**src/hw/rtl/cgde_pkg.sv**
```systemverilog
// Shared types, widths and codes of the chunked grid delta engine.
package cgde_pkg;

    localparam int DIM_W    = 11;
    localparam int CS_W     = 9;
    localparam int LOC_W    = 8;
    localparam int CIDX_W   = 20;
    localparam int BYTE_W   = 8;
    localparam int CELL_W   = 2;
    localparam int STAT_W   = 2;
    localparam int CFG_IDX_W = 3;
    localparam int CFG_DAT_W = 11;
    localparam int CNT_W    = 2 * DIM_W;
    localparam int DIVD_W   = CIDX_W;
    localparam int DIVS_W   = DIM_W;
    localparam int DIV_STEPS = DIVD_W;
    localparam int DIV_CNT_W = $clog2(DIV_STEPS);
    localparam int BX_W     = DIM_W + CS_W;
    localparam int X_W      = BX_W + 1;
    localparam int BY_W     = CIDX_W + CS_W;
    localparam int Y_W      = BY_W + 1;

    typedef logic [CFG_IDX_W-1:0] t_cfg_idx;
    typedef logic [CELL_W-1:0]    t_cell;
    typedef logic [STAT_W-1:0]    t_status;

    localparam t_cfg_idx CFG_GRID_WIDTH     = 3'd0;
    localparam t_cfg_idx CFG_GRID_HEIGHT    = 3'd1;
    localparam t_cfg_idx CFG_CHUNK_SIZE     = 3'd2;
    localparam t_cfg_idx CFG_OCCUPIED_LEVEL = 3'd3;
    localparam t_cfg_idx CFG_FREE_LEVEL     = 3'd4;

    localparam t_cell CELL_UNKNOWN  = 2'd0;
    localparam t_cell CELL_FREE     = 2'd1;
    localparam t_cell CELL_OCCUPIED = 2'd2;

    localparam t_status ST_DONE      = 2'd0;
    localparam t_status ST_SKIPPED   = 2'd1;
    localparam t_status ST_BAD_CHUNK = 2'd2;

endpackage

```
**src/hw/rtl/cgde_div.sv**
```systemverilog
// Restoring divider, one quotient bit per cycle, shared by all divisions.
module cgde_div (
    input  logic                       i_clk,
    input  logic                       i_rst_n,
    input  logic                       i_start,
    input  logic [cgde_pkg::DIVD_W-1:0] i_dividend,
    input  logic [cgde_pkg::DIVS_W-1:0] i_divisor,
    output logic                       o_busy,
    output logic                       o_done,
    output logic [cgde_pkg::DIVD_W-1:0] o_quotient,
    output logic [cgde_pkg::DIVS_W-1:0] o_remainder
);
    import cgde_pkg::*;

    logic                 r_busy;
    logic                 r_done;
    logic [DIV_CNT_W-1:0] r_cnt;
    logic [DIVD_W-1:0]    r_quo;
    logic [DIVS_W-1:0]    r_rem;
    logic [DIVS_W-1:0]    r_div;
    logic [DIVS_W:0]      w_trial;
    logic                 w_fit;

    assign w_trial = {r_rem, r_quo[DIVD_W-1]};
    assign w_fit   = w_trial >= {1'b0, r_div};

    always_ff @(posedge i_clk) begin
        if (!i_rst_n) begin
            r_busy <= 1'b0;
            r_done <= 1'b0;
            r_cnt  <= '0;
        end else begin
            r_done <= 1'b0;
            if (i_start) begin
                r_busy <= 1'b1;
                r_cnt  <= '0;
                r_quo  <= i_dividend;
                r_rem  <= '0;
                r_div  <= i_divisor;
            end else if (r_busy) begin
                r_quo <= {r_quo[DIVD_W-2:0], w_fit};
                r_rem <= w_fit ? DIVS_W'(w_trial - {1'b0, r_div}) : w_trial[DIVS_W-1:0];
                r_cnt <= r_cnt + 1'b1;
                if (r_cnt == DIV_CNT_W'(DIV_STEPS - 1)) begin
                    r_busy <= 1'b0;
                    r_done <= 1'b1;
                end
            end
        end
    end

    assign o_busy      = r_busy;
    assign o_done      = r_done;
    assign o_quotient  = r_quo;
    assign o_remainder = r_rem;

`ifndef SYNTHESIS
    a_done_after_busy: assert property (@(posedge i_clk) disable iff (!i_rst_n)
        r_done |-> $past(r_busy))
        else $error("divider done without a running division");
    a_no_restart: assert property (@(posedge i_clk) disable iff (!i_rst_n)
        (r_busy && r_cnt != '0) |-> !i_start)
        else $error("divider restarted while busy");
    a_rem_below_div: assert property (@(posedge i_clk) disable iff (!i_rst_n)
        r_done |-> (r_rem < r_div))
        else $error("divider remainder not below divisor");
`endif

endmodule

```
**config.mk**
```make
export PLATFORM = sky130hd
export DESIGN_NAME = cgde_div
export DESIGN_NICKNAME = d
export VERILOG_FILES = /design/src/hw/rtl/cgde_pkg.sv /design/src/hw/rtl/cgde_div.sv
export SDC_FILE = /design/constraint.sdc
export NUM_CORES = 1
export LEC_CHECK = 0
export BUFFER_PORTS_ARGS = -buffer_cell sky130_fd_sc_hd__buf_2
export CAP_MARGIN = 10
export CORE_MARGIN = 4
export CORE_UTILIZATION = 52
export DETAILED_ROUTE_END_ITERATION = 6
export PLACE_DENSITY = 0.77
export SYNTH_ARGS = -nofsm -noshare
export SYNTH_HDL_FRONTEND = slang
export SYNTH_SLANG_ARGS = --single-unit
export TNS_END_PERCENT = 50
```
**constraint.sdc**
```tcl
create_clock -name i_clk -period 3.2 [get_ports i_clk]
set_clock_uncertainty 0.15 [all_clocks]
set_input_delay 0.32 -clock i_clk [delete_from_list [all_inputs] [get_ports i_clk]]
set_output_delay 0.32 -clock i_clk [all_outputs]
set_load 0.05 [all_outputs]
```
==> results of run 1 <==
cells by family (layout without fill, tap and decap cells):
logic type / after synthesis / count (layout) / synth area share
buffers and inverters: 23 / 93 / 0.0372
xor gates and xnor gates: 10 / 10 / 0.0347
AOI/OAI and AO/OA: 31 / 31 / 0.102
adders and majority gates: 13 / 13 / 0.0674
and+or+nand+nor: 44 / 44 / 0.0862
DFF: 49 / 49 / 0.555
muxes: 27 / 27 / 0.117
registers in the layout, indices dropped and copies added, names as in the netlist:
name	count
o_busy	1
r_cnt	5
o_done	1
o_remainder	11
o_quotient	20
r_div	11
worst paths after layout:
path / cells after the start / endpoint
hold reg to reg: 2 / o_done
hold / removal: 1 / r_div[1]
setup / recovery: 9 / o_remainder[10]
setup reg to reg: 9 / o_remainder[10]
cells in the mapped netlist:
cell / n / share of area
o31a_1: 2 / 0.0069
a32o_1: 1 / 0.0040
nand3b_1: 1 / 0.0030
a211oi_1: 1 / 0.0030
inv_1: 17 / 0.025
xor2_1: 3 / 0.010
mux2_2: 21 / 0.094
edfxtp_1: 42 / 0.50
o21ai_0: 4 / 0.0079
fa_1: 1 / 0.0079
nand2b_1: 3 / 0.0074
nand2_1: 6 / 0.0089
o211ai_1: 2 / 0.0059
a2111oi_4: 1 / 0.011
nor3_4: 1 / 0.0064
nand3_1: 1 / 0.0020
nor3_1: 3 / 0.0059
ha_1: 12 / 0.059
nand4_1: 4 / 0.0099
buf_6: 1 / 0.0045
a21oi_1: 5 / 0.0099
dfxtp_1: 7 / 0.055
buf_1: 1 / 0.0015
o21ai_2: 2 / 0.0069
and2_1: 1 / 0.0025
and2b_1: 1 / 0.0030
a21o_1: 4 / 0.012
a211o_1: 1 / 0.0035
a21oi_4: 1 / 0.0064
nor2b_1: 3 / 0.0074
o41ai_2: 1 / 0.0064
xnor2_1: 7 / 0.024
nor2_1: 20 / 0.030
a22o_1: 1 / 0.0035
clkbuf_1: 4 / 0.0059
mux2i_1: 6 / 0.024
o21a_1: 5 / 0.015
through the flow:
step	hold WS (ns)	setup slack, ns	instance area (µm²)	total power [mW]	std cells
2_1_floorplan	0.269	0.382	2520	1.17	197
3_3_place_gp	0.341	0.521	2920	1.27	326
3_5_place_dp	0.331	0.415	2920	1.27	326
4_1_cts	0.0200	0.394	3030	1.70	334
5_1_grt	0.00729	0.188	3030	1.76	334
6_report	0.0222	0.406	3030	1.68	334
where the power goes:
group | switching [mW] | internal (mW) | total [mW] | leakage, nW
sequential | 0.0253 | 0.754 | 0.779 | 0.458
combinational | 0.302 | 0.178 | 0.480 | 0.757
clock | 0.222 | 0.203 | 0.425 | 0.0567
routing by layer:
layer,vias up,global-route usage,part of all wire
met5,-,0,0
met3,6,0.0464,0.050
li1,846,-,-
met1,815,0.214,0.43
met4,0,0.0480,0.011
met2,43,0.295,0.51
layout make-up:
| class | instances | area [µm²] |
|---|---|---|
| Fill cell | 381 | 1690 |
| Sequential cell | 49 | 1400 |
| Multi-Input combinational cell | 125 | 1030 |
| Timing Repair Buffer | 68 | 345 |
| Clock buffer | 6 | 93.8 |
| Tap cell | 67 | 83.8 |
| Inverter | 17 | 63.8 |
| Clock inverter | 2 | 13.8 |
critical path, stage by stage (launching register included):
cell and delay, ns:
edfxtp_1 0.41, inv_1 0.09, ha_1 0.18, fa_1 0.22, nand2b_1 0.13, a21o_1 0.19
a21oi_4 0.08, o21ai_2 0.65, nor2_1 0.17, a32o_1 0.27
==> results.py, run 1 <==
metrics = {
    "outcome": {
        "status": "finished, final reports clean",
    },
    "sta": {
        "finalSetupViolCount": 0,
        "final_max_slew_viol_count": 0,
        "hold_viol": 0,
        "fmax_mhz": 358,
        "slew-limit-headroom": 0.465,
        "worst_pin_slew_ns": 0.802,
        "fin_tns_setup_ns": 0,
        "fin_crit_ns": 2.79,
        "rsz0062_at_grt": "false",
        "timing.final.crit_share": 0.873,
    },
    "job": {
        "cap_violations": 0,
    },
    "floorplanning": {
        "io_pins": 67,
        "die-area_mm2": 0.00603,
        "placeableCoreArea_mm2": 0.00472,
        "initial_core_util": 0.535,
        "fp.dieH_um": 77.7,
        "dieWidth_um": 77.7,
        "rows": 25,
    },
    "cts": {
        "cts_setup_buffers": 0,
        "cts_tree": "built",
        "cts_hold_buf": 0,
        "clk_path_buf_depth": 2,
        "root_buffer": "clkbuf_8",
        "cts_buffers": 5,
        "ctsResizeCount": 0,
        "cts.sinks": 49,
        "clock_latency_ns": 0.31,
        "cts_max_level": 2,
        "clkTransAtPathRegs_ns": 0.10,
    },
    "route": {
        "drt_iter0_drc": 79,
        "drc": 0,
        "via_per_inst": 5.12,
        "drt_first_pass_iters": 4,
        "post_drt_wl_per_cell_um": 15.0,
        "postRouteAntennaNets": 0,
        "drt_wl_total_um": 5010,
        "vias": 1710,
    },
    "setup_path": {
        "start_kind": "flip-flop",
        "cp_max_fo": 14,
        "end_kind": "flip-flop",
        "required_ns": 3.13,
        "reg2reg_slack_ns": 0.41,
        "cp_data_arrival_time_ns": 2.72,
        "startpoint": "o_quotient[19]",
        "path_class": "reg2reg",
        "crit-reg2reg-launch": "o_quotient[19]",
    },
    "synth": {
        "synth_nets": 244,
        "yosysWarningCount": 0,
        "synth_cell_types": 37,
        "syn_area_mm2": 0.00252,
        "synth.avg_cell_area_um2": 12.8,
        "ys_ff_latch": 49,
        "postSynthCellCount": 197,
        "ys_seq_area_frac": 0.555,
    },
    "finish": {
        "final_cell_mix": "66 x buf_2, 42 x edfxtp_1, 21 x mux2_2, 20 x nor2_1, 17 x inv_1",
        "diodes": 0,
        "syn_to_final_growth_pct": 20.1,
        "fin_util": 0.642,
        "drive_gt1_frac": 0.386,
        "fin_nets": 313,
        "layout_commonest_cell": "buf_2",
    },
    "hold_path": {
        "min_from": "i_divisor[1]",
        "min_path_type": "in2reg",
    },
    "global_route": {
        "grt_pass1_wl_um": 8030,
        "grt_pass1_vias": 1664,
        "grt.overflow.total": 0,
        "grt_max_degree": 33,
        "grt_antenna_before_repair": 0,
        "grt_usage": 0.173,
    },
    "placement": {
        "io_buffers": 66,
        "gp_congestion": 0.851,
        "dp_hpwl_um": 3690,
    },
    "pwr": {
        "p_leak_nw": 1.27,
        "power.density_mw_per_mm2": 555,
        "vdd_drop_max_uv": 381,
    },
}
Power figures use the tool's default switching activity.
==> run 2: changes to the inputs <==
--- a/config.mk
+++ b/config.mk
@@ -8,9 +8,9 @@
 export BUFFER_PORTS_ARGS = -buffer_cell sky130_fd_sc_hd__buf_2
 export CAP_MARGIN = 10
 export CORE_MARGIN = 4
-export CORE_UTILIZATION = 52
+export CORE_UTILIZATION = 47
 export DETAILED_ROUTE_END_ITERATION = 6
-export PLACE_DENSITY = 0.77
+export PLACE_DENSITY = 0.73
 export SYNTH_ARGS = -nofsm -noshare
 export SYNTH_HDL_FRONTEND = slang
 export SYNTH_SLANG_ARGS = --single-unit
==> constraint.sdc (replaced) <==
create_clock -name i_clk -period 2.3 [get_ports i_clk]
set_clock_uncertainty 0.15 [all_clocks]
set_input_delay 0.23 -clock i_clk [delete_from_list [all_inputs] [get_ports i_clk]]
set_output_delay 0.23 -clock i_clk [all_outputs]
set_load 0.05 [all_outputs]
==> results.py, run 2 (synthesis gave the netlist of run 1 again) <==
metrics = {
    "global_route": {
        "grt_usage": 0.172,
        "grt_pass1_wl_um": 8560,
        "grt_max_degree": 28,
        "grt_antenna_before_repair": 0,
        "grt_pass1_vias": 1784,
        "grt.overflow.total": 0,
    },
    "placement": {
        "io_buffers": 66,
        "dp_hpwl_um": 4210,
        "gp_congestion": 0.823,
    },
    "job": {
        "cap_violations": 0,
    },
    "setup_path": {
        "path_class": "reg2reg",
        "crit_path_cell_trace": "inv_2, ha_2, fa_2, nand2b_4, a21o_1, a211oi_2, o21ai_1, a21o_1, a32o_1",
        "startpoint": "o_quotient[19]",
        "cp_max_fo": 3,
        "required_ns": 2.21,
        "slowest_stage": "edfxtp_1",
        "crit-reg2reg-launch": "o_quotient[19]",
        "path_buf_inv": 1,
        "start_kind": "flip-flop",
        "end_kind": "flip-flop",
        "critPathTopFamily": "compound AO/OA/AOI/OAI gates",
        "cp_data_arrival_time_ns": 2.31,
        "crit_top_cell": "a21o_1",
        "cp_slowest_stage_delay_ns": 0.37,
    },
    "outcome": {
        "status": "finished with violations",
        "violations": "setup timing",
    },
    "sta": {
        "timing.final.crit_share": 1.04,
        "final_max_slew_viol_count": 0,
        "rsz0062_at_grt": "true",
        "finalSetupViolCount": 9,
        "worst_pin_slew_ns": 0.648,
        "timing.hold.ws_ns": 0.0821,
        "fin_tns_setup_ns": -0.327,
        "fin_ws_ns": -0.102,
        "slew-limit-headroom": 0.568,
        "fin_crit_ns": 2.40,
        "hold_viol": 0,
        "fmax_mhz": 416,
    },
    "finish": {
        "fin_nets": 357,
        "largest_reg_flops": 20,
        "layout_commonest_cell": "buf_2",
        "drive_gt1_frac": 0.457,
        "final_cell_mix": "66 x buf_2, 42 x edfxtp_1, 34 x buf_4, 21 x mux2_2, 20 x nor2_1",
        "syn_to_final_growth_pct": 35.9,
        "diodes": 0,
    },
    "route": {
        "drt_iter0_drc": 92,
        "drt_wl_total_um": 5540,
        "via_per_inst": 4.92,
        "vias": 1873,
        "post_drt_wl_per_cell_um": 14.5,
        "drc": 0,
        "postRouteAntennaNets": 0,
        "drt_first_pass_iters": 4,
    },
    "cts": {
        "clkTransAtPathRegs_ns": 0.09,
        "root_buffer": "clkbuf_8",
        "cts_tree": "built",
        "cts.sinks": 49,
        "cts_buffers": 5,
        "clock_latency_ns": 0.29,
        "cts_max_level": 2,
        "clk_path_buf_depth": 2,
    },
    "floorplanning": {
        "rows": 26,
        "placeableCoreArea_mm2": 0.00517,
        "fp.dieH_um": 81.3,
        "die-area_mm2": 0.00661,
        "initial_core_util": 0.488,
        "io_pins": 67,
        "dieWidth_um": 81.3,
    },
    "pwr": {
        "power.density_mw_per_mm2": 705,
        "p_leak_nw": 1.47,
        "vdd_drop_max_uv": 418,
    },
    "hold_path": {
        "min_path_type": "in2reg",
        "min_from": "i_dividend[12]",
    },
}
run 2: cell count changes in the layout (fill, tap and decap cells not counted), moves of 2 or more:
cell	change
buf_4	+32
clkbuf_1	+2
dlygate4sd3_1	+11
ha_1	-3
ha_4	+2
inv_1	-2
inv_2	+2
run 2: metal layers:
metal | vias to the layer above | share of wire | global-route usage
met4 | 0 | 0.0056 | 0.0405
met1 | 883 | 0.45 | 0.240
met3 | 4 | 0.046 | 0.0366
li1 | 942 | - | -
met5 | - | 0 | 0
met2 | 44 | 0.50 | 0.275
run 2: path summary, 6_finish.rpt:
check / to / slack [ns] / cells past startpoint
max: o_remainder[10] / -0.10 / 9
min: o_quotient[12] / 0.08 / 2
max reg2reg: o_remainder[10] / -0.10 / 9
min reg2reg: o_done / 0.36 / 2
run 2: cell type report:
class                   count  area [µm²]
clock buffers               7        76.3
clock inverters             1        7.51
fillers                   406        1740
inverters                  17        63.8
multi-input cells         125        1080
flip-flops and latches     49        1400
well taps                  70        87.6
repair buffers            112         716
run 2: power by group:
part           switching [mW]  leakage, nW  internal (mW)
clock                   0.280       0.0385          0.216
sequential             0.0347        0.458           1.05
combinational           0.466        0.972          0.376
run 2: repair_timing:
item	in CTS	in global routing
gates resized for setup	2	3
hold endpoints to repair	11	0
hold buffers	11	0
pin swaps	3	5
endpoints found under the setup margin	11	12
setup buffers	2	2
run 2: through the flow:
step | area [µm²] | setup WS [ns] | power [mW] | cells | utilization
after global placement | 3180 | -0.0576 | 1.89 | 358 | 0.614
after global routing | 3430 | -0.162 | 2.54 | 381 | 0.664
after CTS | 3390 | -0.0944 | 2.42 | 379 | 0.656
after detailed placement | 3180 | -0.113 | 1.90 | 358 | 0.614
after floorplan | 2540 | -0.413 | 1.64 | 197 | -
final | 3430 | -0.102 | 2.42 | 381 | 0.664
